`src/hw/rtl/pal_pkg.sv`:
```
// Shared types and constants for the positional array list.
// Used by pal_ctrl and positional_array_list_top; no dependencies.
package pal_pkg;

  localparam int CAPACITY = 64;
  localparam int ADDR_W   = $clog2(CAPACITY);
  localparam int CNT_W    = $clog2(CAPACITY + 1);
  localparam int POS_W    = 7;
  localparam int DATA_W   = 32;

  typedef enum logic [1:0] {
    FUNC_INSERT = 2'd0,
    FUNC_DELETE = 2'd1,
    FUNC_LOCATE = 2'd2,
    FUNC_GET    = 2'd3
  } func_t;

  typedef enum logic [2:0] {
    ST_IDLE,
    ST_WALK,
    ST_DRAIN,
    ST_INS,
    ST_REPLY
  } pal_state_t;

  typedef struct packed {
    func_t                    func;
    logic [POS_W-1:0]         position;
    logic signed [DATA_W-1:0] value;
  } pal_in_t;

  typedef struct packed {
    logic                     ok;
    logic signed [DATA_W-1:0] data_out;
    logic [POS_W-1:0]         found_position;
    logic [POS_W-1:0]         count;
    logic                     empty_res;
  } pal_out_t;

  typedef struct packed {
    logic              we;
    logic [ADDR_W-1:0] waddr;
    logic [DATA_W-1:0] wdata;
    logic              re;
    logic [ADDR_W-1:0] raddr;
  } pal_mem_req_t;

endpackage

```
`src/hw/rtl/pal_ram.sv`:
```
// Simple dual-port synchronous RAM: one write port, one read port,
// registered read data. No dependencies.
module pal_ram #(
  parameter int DEPTH  = 64,
  parameter int WIDTH  = 32,
  parameter int ADDR_W = $clog2(DEPTH)
) (
  input  logic              clk,
  input  logic              we,
  input  logic [ADDR_W-1:0] waddr,
  input  logic [WIDTH-1:0]  wdata,
  input  logic              re,
  input  logic [ADDR_W-1:0] raddr,
  output logic [WIDTH-1:0]  rdata
);

  logic [WIDTH-1:0] mem [DEPTH];

  always_ff @(posedge clk) begin
    if (we) begin
      mem[waddr] <= wdata;
    end
  end

  always_ff @(posedge clk) begin
    if (re) begin
      rdata <= mem[raddr];
    end
  end

endmodule

```
`src/hw/rtl/pal_ctrl.sv`:
```
// Operation sequencer for the positional array list: walks the element RAM
// with pipelined read/write-back to shift, scan and read entries.
// Depends on pal_pkg.
module pal_ctrl (
  input  logic                       clk,
  input  logic                       rst_n,
  input  logic                       start,
  input  pal_pkg::pal_in_t           in_data,
  output logic                       busy,
  output logic                       out_valid,
  output pal_pkg::pal_out_t          out_data,
  output pal_pkg::pal_mem_req_t      mem_req,
  input  logic [pal_pkg::DATA_W-1:0] mem_rdata
);
  import pal_pkg::*;

  pal_state_t        state_r, state_nxt;
  func_t             op_r, op_nxt;
  logic [ADDR_W-1:0] pos_idx_r, pos_idx_nxt;
  logic [ADDR_W-1:0] ptr_r, ptr_nxt;
  logic [ADDR_W-1:0] end_r, end_nxt;
  logic [ADDR_W-1:0] rlast_r, rlast_nxt;
  logic              rv_r, rv_nxt;
  logic [DATA_W-1:0] val_r, val_nxt;
  logic [DATA_W-1:0] data_r, data_nxt;
  logic [POS_W-1:0]  found_r, found_nxt;
  logic              ok_r, ok_nxt;
  logic [CNT_W-1:0]  cnt_r, cnt_nxt;
  logic              out_valid_r, out_valid_nxt;
  pal_out_t          out_data_r, out_data_nxt;

  logic [POS_W-1:0]  pos_m1;
  logic [CNT_W-1:0]  cnt_m1;
  logic [POS_W:0]    pos_x;
  logic [POS_W:0]    cnt_x;
  logic              hit;

  always_ff @(posedge clk) begin
    if (!rst_n) begin
      state_r     <= ST_IDLE;
      cnt_r       <= '0;
      rv_r        <= 1'b0;
      out_valid_r <= 1'b0;
    end else begin
      state_r     <= state_nxt;
      cnt_r       <= cnt_nxt;
      rv_r        <= rv_nxt;
      out_valid_r <= out_valid_nxt;
    end
  end

  always_ff @(posedge clk) begin
    op_r       <= op_nxt;
    pos_idx_r  <= pos_idx_nxt;
    ptr_r      <= ptr_nxt;
    end_r      <= end_nxt;
    rlast_r    <= rlast_nxt;
    val_r      <= val_nxt;
    data_r     <= data_nxt;
    found_r    <= found_nxt;
    ok_r       <= ok_nxt;
    out_data_r <= out_data_nxt;
  end

  always_comb begin
    state_nxt     = state_r;
    op_nxt        = op_r;
    pos_idx_nxt   = pos_idx_r;
    ptr_nxt       = ptr_r;
    end_nxt       = end_r;
    rlast_nxt     = rlast_r;
    rv_nxt        = rv_r;
    val_nxt       = val_r;
    data_nxt      = data_r;
    found_nxt     = found_r;
    ok_nxt        = ok_r;
    cnt_nxt       = cnt_r;
    out_valid_nxt = 1'b0;
    out_data_nxt  = out_data_r;
    mem_req       = '0;
    hit           = 1'b0;

    pos_m1 = in_data.position - 1'b1;
    cnt_m1 = cnt_r - 1'b1;
    pos_x  = {1'b0, in_data.position};
    cnt_x  = (POS_W + 1)'(cnt_r);

    // Consume the word read in the previous cycle.
    if (rv_r) begin
      unique case (op_r)
        FUNC_INSERT: begin
          mem_req.we    = 1'b1;
          mem_req.waddr = rlast_r + 1'b1;
          mem_req.wdata = mem_rdata;
        end
        FUNC_DELETE: begin
          if (rlast_r == pos_idx_r) begin
            data_nxt = mem_rdata;
          end else begin
            mem_req.we    = 1'b1;
            mem_req.waddr = rlast_r - 1'b1;
            mem_req.wdata = mem_rdata;
          end
        end
        FUNC_LOCATE: begin
          if (mem_rdata == val_r) begin
            hit       = 1'b1;
            ok_nxt    = 1'b1;
            found_nxt = POS_W'(rlast_r) + 1'b1;
          end
        end
        FUNC_GET: begin
          data_nxt = mem_rdata;
        end
        default: ;
      endcase
    end

    unique case (state_r)
      ST_IDLE: begin
        if (start) begin
          op_nxt      = in_data.func;
          val_nxt     = in_data.value;
          pos_idx_nxt = pos_m1[ADDR_W-1:0];
          rv_nxt      = 1'b0;
          data_nxt    = '0;
          found_nxt   = '0;
          ok_nxt      = 1'b0;
          state_nxt   = ST_REPLY;
          unique case (in_data.func)
            FUNC_INSERT: begin
              if (pos_x != '0 && pos_x <= cnt_x + 1'b1 && cnt_r < CNT_W'(CAPACITY)) begin
                ok_nxt  = 1'b1;
                ptr_nxt = cnt_m1[ADDR_W-1:0];
                end_nxt = pos_m1[ADDR_W-1:0];
                // Append needs no shift.
                state_nxt = (pos_x == cnt_x + 1'b1) ? ST_INS : ST_WALK;
              end
            end
            FUNC_DELETE: begin
              if (pos_x != '0 && pos_x <= cnt_x) begin
                ok_nxt    = 1'b1;
                ptr_nxt   = pos_m1[ADDR_W-1:0];
                end_nxt   = cnt_m1[ADDR_W-1:0];
                state_nxt = ST_WALK;
              end
            end
            FUNC_LOCATE: begin
              if (cnt_r != '0) begin
                ptr_nxt   = '0;
                end_nxt   = cnt_m1[ADDR_W-1:0];
                state_nxt = ST_WALK;
              end
            end
            FUNC_GET: begin
              if (pos_x != '0 && pos_x <= cnt_x) begin
                ok_nxt    = 1'b1;
                ptr_nxt   = pos_m1[ADDR_W-1:0];
                end_nxt   = pos_m1[ADDR_W-1:0];
                state_nxt = ST_WALK;
              end
            end
            default: ;
          endcase
        end
      end
      ST_WALK: begin
        if (op_r == FUNC_LOCATE && hit) begin
          // Drop the rest of the scan at the first match.
          rv_nxt    = 1'b0;
          state_nxt = ST_REPLY;
        end else begin
          mem_req.re    = 1'b1;
          mem_req.raddr = ptr_r;
          rv_nxt        = 1'b1;
          rlast_nxt     = ptr_r;
          if (ptr_r == end_r) begin
            state_nxt = ST_DRAIN;
          end else if (op_r == FUNC_INSERT) begin
            ptr_nxt = ptr_r - 1'b1;
          end else begin
            ptr_nxt = ptr_r + 1'b1;
          end
        end
      end
      ST_DRAIN: begin
        rv_nxt    = 1'b0;
        state_nxt = (op_r == FUNC_INSERT) ? ST_INS : ST_REPLY;
      end
      ST_INS: begin
        mem_req.we    = 1'b1;
        mem_req.waddr = pos_idx_r;
        mem_req.wdata = val_r;
        state_nxt     = ST_REPLY;
      end
      ST_REPLY: begin
        if (ok_r && op_r == FUNC_INSERT) begin
          cnt_nxt = cnt_r + 1'b1;
        end else if (ok_r && op_r == FUNC_DELETE) begin
          cnt_nxt = cnt_r - 1'b1;
        end
        out_valid_nxt               = 1'b1;
        out_data_nxt.ok             = ok_r;
        out_data_nxt.data_out       = data_r;
        out_data_nxt.found_position = found_r;
        out_data_nxt.count          = POS_W'(cnt_nxt);
        out_data_nxt.empty_res      = (cnt_nxt == '0);
        state_nxt                   = ST_IDLE;
      end
      default: state_nxt = ST_IDLE;
    endcase
  end

  assign busy      = (state_r != ST_IDLE);
  assign out_valid = out_valid_r;
  assign out_data  = out_data_r;

  a_no_rw_collide: assert property (@(posedge clk) disable iff (!rst_n)
    mem_req.we && mem_req.re |-> mem_req.waddr != mem_req.raddr)
    else $error("RAM read and write hit the same entry");

  a_cnt_bound: assert property (@(posedge clk) disable iff (!rst_n)
    cnt_r <= CNT_W'(CAPACITY))
    else $error("entry count above capacity");

  a_accept_busy: assert property (@(posedge clk) disable iff (!rst_n)
    start && !busy |=> busy)
    else $error("transfer accepted but sequencer not busy");

  a_strobe_single: assert property (@(posedge clk) disable iff (!rst_n)
    out_valid |=> !out_valid)
    else $error("result strobe longer than one cycle");

  a_strobe_idle: assert property (@(posedge clk) disable iff (!rst_n)
    out_valid |-> !busy && !rv_r)
    else $error("result issued while an operation is in flight");

endmodule

```
`src/hw/rtl/positional_array_list_top.sv`:
```
// Positional array list: an ordered list of up to CAPACITY signed 32-bit
// words with 1-based positions, supporting insert, delete, locate and get.
// Depends on pal_pkg, pal_ram and pal_ctrl.
//
// An operation is taken when start is high and busy is low; busy then stays
// high until the single result appears on out_data with out_valid high for
// one cycle, which the receiver must take (it cannot stall). A rejected
// operation goes straight to its result; get reads one entry, delete shifts
// the entries after the position down, locate compares entries until the
// first match, and insert shifts the entries from the position up before
// writing the new value (an append writes it at once). Run time is set by
// the element RAM, which moves one word per cycle through its single read
// and single write port. A new operation may be started in the cycle the
// result is shown. The list is empty after reset and needs no clearing pass.
module positional_array_list_top (
  input  logic               clk,
  input  logic               rst_n,
  input  logic               start,
  input  pal_pkg::pal_in_t   in_data,
  output logic               busy,
  output logic               out_valid,
  output pal_pkg::pal_out_t  out_data
);
  import pal_pkg::*;

  pal_mem_req_t      mem_req;
  logic [DATA_W-1:0] mem_rdata;

  pal_ctrl u_ctrl (
    .clk       (clk),
    .rst_n     (rst_n),
    .start     (start),
    .in_data   (in_data),
    .busy      (busy),
    .out_valid (out_valid),
    .out_data  (out_data),
    .mem_req   (mem_req),
    .mem_rdata (mem_rdata)
  );

  pal_ram #(
    .DEPTH  (CAPACITY),
    .WIDTH  (DATA_W),
    .ADDR_W (ADDR_W)
  ) u_ram (
    .clk   (clk),
    .we    (mem_req.we),
    .waddr (mem_req.waddr),
    .wdata (mem_req.wdata),
    .re    (mem_req.re),
    .raddr (mem_req.raddr),
    .rdata (mem_rdata)
  );

endmodule
```
`config.mk`:
```
export PLATFORM = sky130hd
export DESIGN_NAME = positional_array_list_top
export DESIGN_NICKNAME = d
export VERILOG_FILES = /design/src/hw/rtl/pal_pkg.sv /design/src/hw/rtl/pal_ram.sv /design/src/hw/rtl/pal_ctrl.sv /design/src/hw/rtl/positional_array_list_top.sv
export SDC_FILE = /design/constraint.sdc
export NUM_CORES = 2
export LEC_CHECK = 0
export ABC_AREA = 1
export BUFFER_PORTS_ARGS = -buffer_cell sky130_fd_sc_hd__buf_4
export CORE_UTILIZATION = 45
export DETAILED_ROUTE_END_ITERATION = 10
export HOLD_SLACK_MARGIN = 0.02
export RECOVER_POWER = 100
export SKIP_LAST_GASP = 1
export SYNTH_ARGS = -nofsm -noshare
export SYNTH_HDL_FRONTEND = slang
export SYNTH_HIERARCHICAL = 1
export SYNTH_SLANG_ARGS = --single-unit
export TNS_END_PERCENT = 100
```
`constraint.sdc`:
```
create_clock -name clk -period 11.89 [get_ports clk]
set_input_delay 0.5945 -clock clk [delete_from_list [all_inputs] [get_ports clk]]
set_output_delay 0.5945 -clock clk [all_outputs]
set_load 0.01 [all_outputs]
```
# Word-level counts from Yosys, hierarchy flattened
# Memory sizes are Yosys's and may differ from the RTL's. A register that Yosys moved wholly into a read port is not among the register bits.
# Index checks and enable logic that the tools add are counted.
# Widths: inputs -> output; s select.
op_classes:
  div: 0
  n_bitwise: 1
  order_cmp: 3
  n_reduce_logical: 22
  shifts: 0
  add_sub_neg: 9
  mul: 0
  muxes: 59
  n_eq_ne: 25
ops:
  columns: ["operator", "count"]
  rows:
  - ["$mux 32", 4]
  - ["$mux 39", 3]
  - ["$pmux 39 s2", 1]
  - ["$mux 7", 10]
  - ["$pmux 32 s2", 1]
  - ["$mux 6", 10]
  - ["$eq 32x32->1", 1]
  - ["$pmux 6 s4", 1]
  - ["$mux 3", 7]
  - ["$pmux 6 s3", 1]
  - ["$sub 6x1->6 const B", 3]
  - ["$mux 1", 15]
  - ["$reduce_bool 7->1", 2]
  - ["$add 6x1->6 const B", 2]
  - ["$eq 6x6->1", 2]
  - ["$pmux 3 s4", 1]
  - ["$pmux 6 s2", 1]
  - ["$ne 3x2->1 const B", 3]
  - ["$pmux 3 s3", 1]
  - ["$add 7x1->8 const B", 1]
  - ["$eq 2x2->1 const B", 4]
  - ["$eq 7x8->1", 1]
  - ["$le 7x8->1", 1]
  - ["$ne 2x1->1 const B", 4]
  - ["other kinds (25)", 39]
word_totals:
  mem_bits_rw: 2048
  rom_bits: 0
  register_bits: 158
  mem_count: 1
  latchBits: 0
  wordCells: 138
memory_table:
  columns: ["name", "depth", "word_bits", "rd", "rd_ports_with_merged_regs", "wr", "line_no", "rtl"]
  rows:
  - ["u_ram.mem", 64, 32, 1, 1, 1, "pal_ram.sv:17", "logic [WIDTH-1:0] mem [DEPTH];"]

# Logic depth before layout (Yosys ltp)
depth:
  depth_word: 8
  mapped_depth: 23
  ltp_nobuf: 18

# Hierarchy
# The synthesis kept the hierarchy.
by_module_without_submodules:
  columns: ["module", "cells_each", "seq_area_each_um2", "n_inst", "area_per_inst_um2"]
  rows:
  - ["pal_ram", 6769, 62459.9, 1, 83058.4]
  - ["pal_ctrl", 944, 4224.1, 1, 8647.0]

# Worst setup path after synthesis
# No wires, ideal clock.
synth_timing:
  path_kind: "reg-to-reg"
  startpoint: "register u_ctrl.rlast_r[2]"
  endpoint: "memory u_ram.mem[50][0] (enable)"
  arrival_time_ns: 4.888
  setup_ns: 0.502
  path_buffers: 3
  slack_ns: 6.500
  path_stages_with_launch: 14
  cell_sequence: "edfxtp_1 > buf_6 > nor2_1 > nor2_1 > nor3b_2 > nand3_2 > nand2_4 > inv_4 > buf_6 > o211ai_2 > nand2_1 > clkbuf_1 > inv_1 > nor4_1"
synth_rtl:
  columns: ["element", "line_no", "rtl"]
  rows:
  - ["start: declaration", "pal_ctrl.sv:22", "logic [ADDR_W-1:0] rlast_r, rlast_nxt;"]
  - ["start signal: assignment", "pal_ctrl.sv:57", "rlast_r <= rlast_nxt;"]
  - ["end: declaration", "pal_ram.sv:17", null]

==> metrics.txt <==
H-Tree Depth=4; final setup vio count=0; Crit Path Max Fanout=67; cells after synthesis=7713; post-layout util=50.2%; multi-input logic area=22500 µm²; worst-path cell chain=inv_1 -> nand2_1 -> nand4_1 -> nor2_1 -> nand2_1 -> nor2_1 -> nand3_1 -> nand2_1 -> nor2_4 -> clkbuf_2 -> clkbuf_1 -> buf_4 -> nand3_1 -> nand3_1 -> nand3_1 -> nand3_1 -> nand2_1 -> nand2_1 -> nand2_1; top-count cell post-synth=nand2_1; drt total wl=271 mm; VDD IR max=187 µV; drt initial violations=7704; CTS Buf Count=220; leakage=35.4 nW; Root Buffer=clkbuf_16; Seq/Total Area, Yosys=72.7%; Max Buffers Root-to-Sink=3; Initial Utilization=45.3%; layout cells sized above 1=6.46%; FF+latch area=66700 µm²; Pins Over Slew Limit=4450; DP Wirelength=139 mm; die width=453 µm; via count=60992; top post-synthesis cells by count=nand2_1, edfxtp_1, nand3_1; num ports=94; Area Growth Syn to Fin=10.8%; Slew @ Worst Pin=3.97 ns; vias in the first global route=56920; Post-Syn Area=91700 µm²; final critical-path setup slack=2.46 ns; crit-path max cell delay=2.79 ns; Max Cap Violations=107; Mapped Nets=7787; Startpoint Class=flip-flop; status=finished with violations; Setup Crit Path Kind=flip-flop to flip-flop; Hold Vio Cnt, Final=0; Pwr Density=206 nW/µm²; Max-slew headroom=-167%; die footprint=206000 µm²; Top cell by count, worst path=nand2_1; grt ovf=0; antenna violations before repair=10; failing checks=max-capacitance violations, max-slew violations; cell types occupying the most area after synthesis=edfxtp_1, nand3_1, nand2_1; chip height=453 µm; Final nets=7816; Fillers=17554; Critical-path top delay cell=clkbuf_1; Worst EP arrival=10.02 ns; asr flop ratio synth=0%; CTS tree=yes; Vias/cell=5.75; Critical Path Sink Type=flip-flop; synthesized flop and latch total=2238; GPL Wtd Cong=0.881; skew final=0.0419 ns; period utilisation layout=79.3%; CTS clk-pin slew, worst paths=0.06 ns; Synth cell types=50; Clk Latency, worst-skew pair=0.89 ns; core area=202000 µm²; achievable frequency=106 MHz; first-pass GRT wire length=394 mm; mean routed wirelength per cell=25.5 µm; Rows=165; Synth top area share=71.6%; setup TNS=0 ns; Port Buffer Count=93; Pre-Repair DR Iteration Count=8; Total GRT Usage=26.1%; synthesis warning total=6; post-route minimum period=9.43 ns; largest net degree at the start of global routing=199; clk sink count=2238; syn_area_per_cell=11.9 µm²; Critical Path RT=12.48 ns; DP Worst Slack=4.88 ns; ys flop type=edfxtp_1; Synth area leader=edfxtp_1; Hold Crit Class=input port to flip-flop; Post-synth EDFFs=2186; detailed-route DRC error count=0; DRT antenna net count=0; worst hold slack=0.162 ns; RSZ-0062 raised after global routing=no
layer usage:
metal / global-route usage (%) / wire length, µm / up-vias
met5: 0 / 35 / -
met4: 10.3 / 11500 / 4
met3: 4.82 / 26400 / 508
met2: 39.0 / 119000 / 2965
met1: 37.7 / 113000 / 30153
li1: - / - / 27362
sequential cells by signal (all words and copies together) (netlist names):
name / flops
u_ctrl/rv_r: 1
u_ctrl/state_r: 3
u_ctrl/out_valid: 1
u_ctrl/end_r: 6
u_ctrl/val_r: 32
u_ctrl/ok_r: 1
u_ctrl/out_data: 48
u_ram/rdata: 32
u_ctrl/cnt_r: 7
u_ctrl/rlast_r: 6
u_ctrl/data_r: 32
u_ctrl/op_r: 2
u_ctrl/pos_idx_r: 6
u_ram/mem: 2048
u_ctrl/found_r: 7
u_ctrl/ptr_r: 6
final cells by class:
type                       count  share of cell area [%]
inverter                     168                   0.664
tap                         2672                    3.29
clock buffer                 284                    5.77
clock inverter               123                   0.889
sequential                  2238                    65.6
multi-input combinational   4827                    22.1
antenna                        2                 0.00493
timing repair buffer         287                    1.61
metrics by stage:
step                cell area (µm²)  cells  power [W]
finish                       102000  10601     0.0209
global route                 102000  10599     0.0217
CTS                          103000  10598     0.0210
detailed placement            95500  10156     0.0144
global placement              95500  10156     0.0144
floorplan                     91700   7713     0.0125
where the power goes:
group	internal (W)	switching (W)	total (W)	leakage, nW
clock network	0.00366	0.00296	0.00662	3.30
logic	0.00119	0.00381	0.00499	12.1
registers	0.00914	0.000165	0.00931	20.0
total	0.0140	0.00693	0.0209	35.4
timing repair:
action                    CTS  global route
buffers inserted            0             0
hold endpoints to repair   35             0
hold buffers               35             0
resized for setup           0             0
cells by family after synthesis:
family	after synthesis	share of synthesized area, %
AO/OA/AOI/OAI	151	1.06
XOR/XNOR	48	0.467
adder cells (fa/ha/maj)	30	0.417
buffers and inverters	648	3.39
flip-flops	2238	72.7
AND/OR/NAND/NOR	4598	21.9
critical path, delay by kind of cell, from the launching register on:
family,cells,cell delay [ns]
buffers and inverters,4,5.74
AND/OR/NAND/NOR,15,2.63
flip-flops,1,0.60
layout by cell type (no fill, tap or decap), types with 29 or more instances in the layout:
master         netlist  final
clkinv_1             0     61
nand3_1           1949   1967
buf_4               51     53
dfxtp_1             52     52
clkbuf_16            0    223
clkbuf_1            83    240
o21ai_0             39     42
inv_1              153    152
edfxtp_1          2186   2186
nand2_1           2426   2428
a21oi_1             32     32
ha_1                29     29
nor2_1             119     64
dlygate4sd3_1        0     35
clkinv_2             0     36
nor2_4               1     58
worst paths after layout:
kind / slack [ns] / end / cells past startpoint / startpoint
worst max-delay path: 2.46 / u_ram/rdata[20]$_DFFE_PP_ / 19 / u_ram/rdata[8]$_DFFE_PP_
worst max register to register: 2.46 / u_ram/rdata[20]$_DFFE_PP_ / 19 / u_ram/rdata[8]$_DFFE_PP_
worst min register to register: 0.43 / u_ctrl/out_data[46]$_DFFE_PP_ / 0 / u_ctrl/data_r[31]$_DFF_P_
worst min-delay path: 0.16 / u_ctrl/pos_idx_r[2]$_DFFE_PP_ / 2 / in_data[34]
No activity file was read; power rests on OpenSTA's default activity.
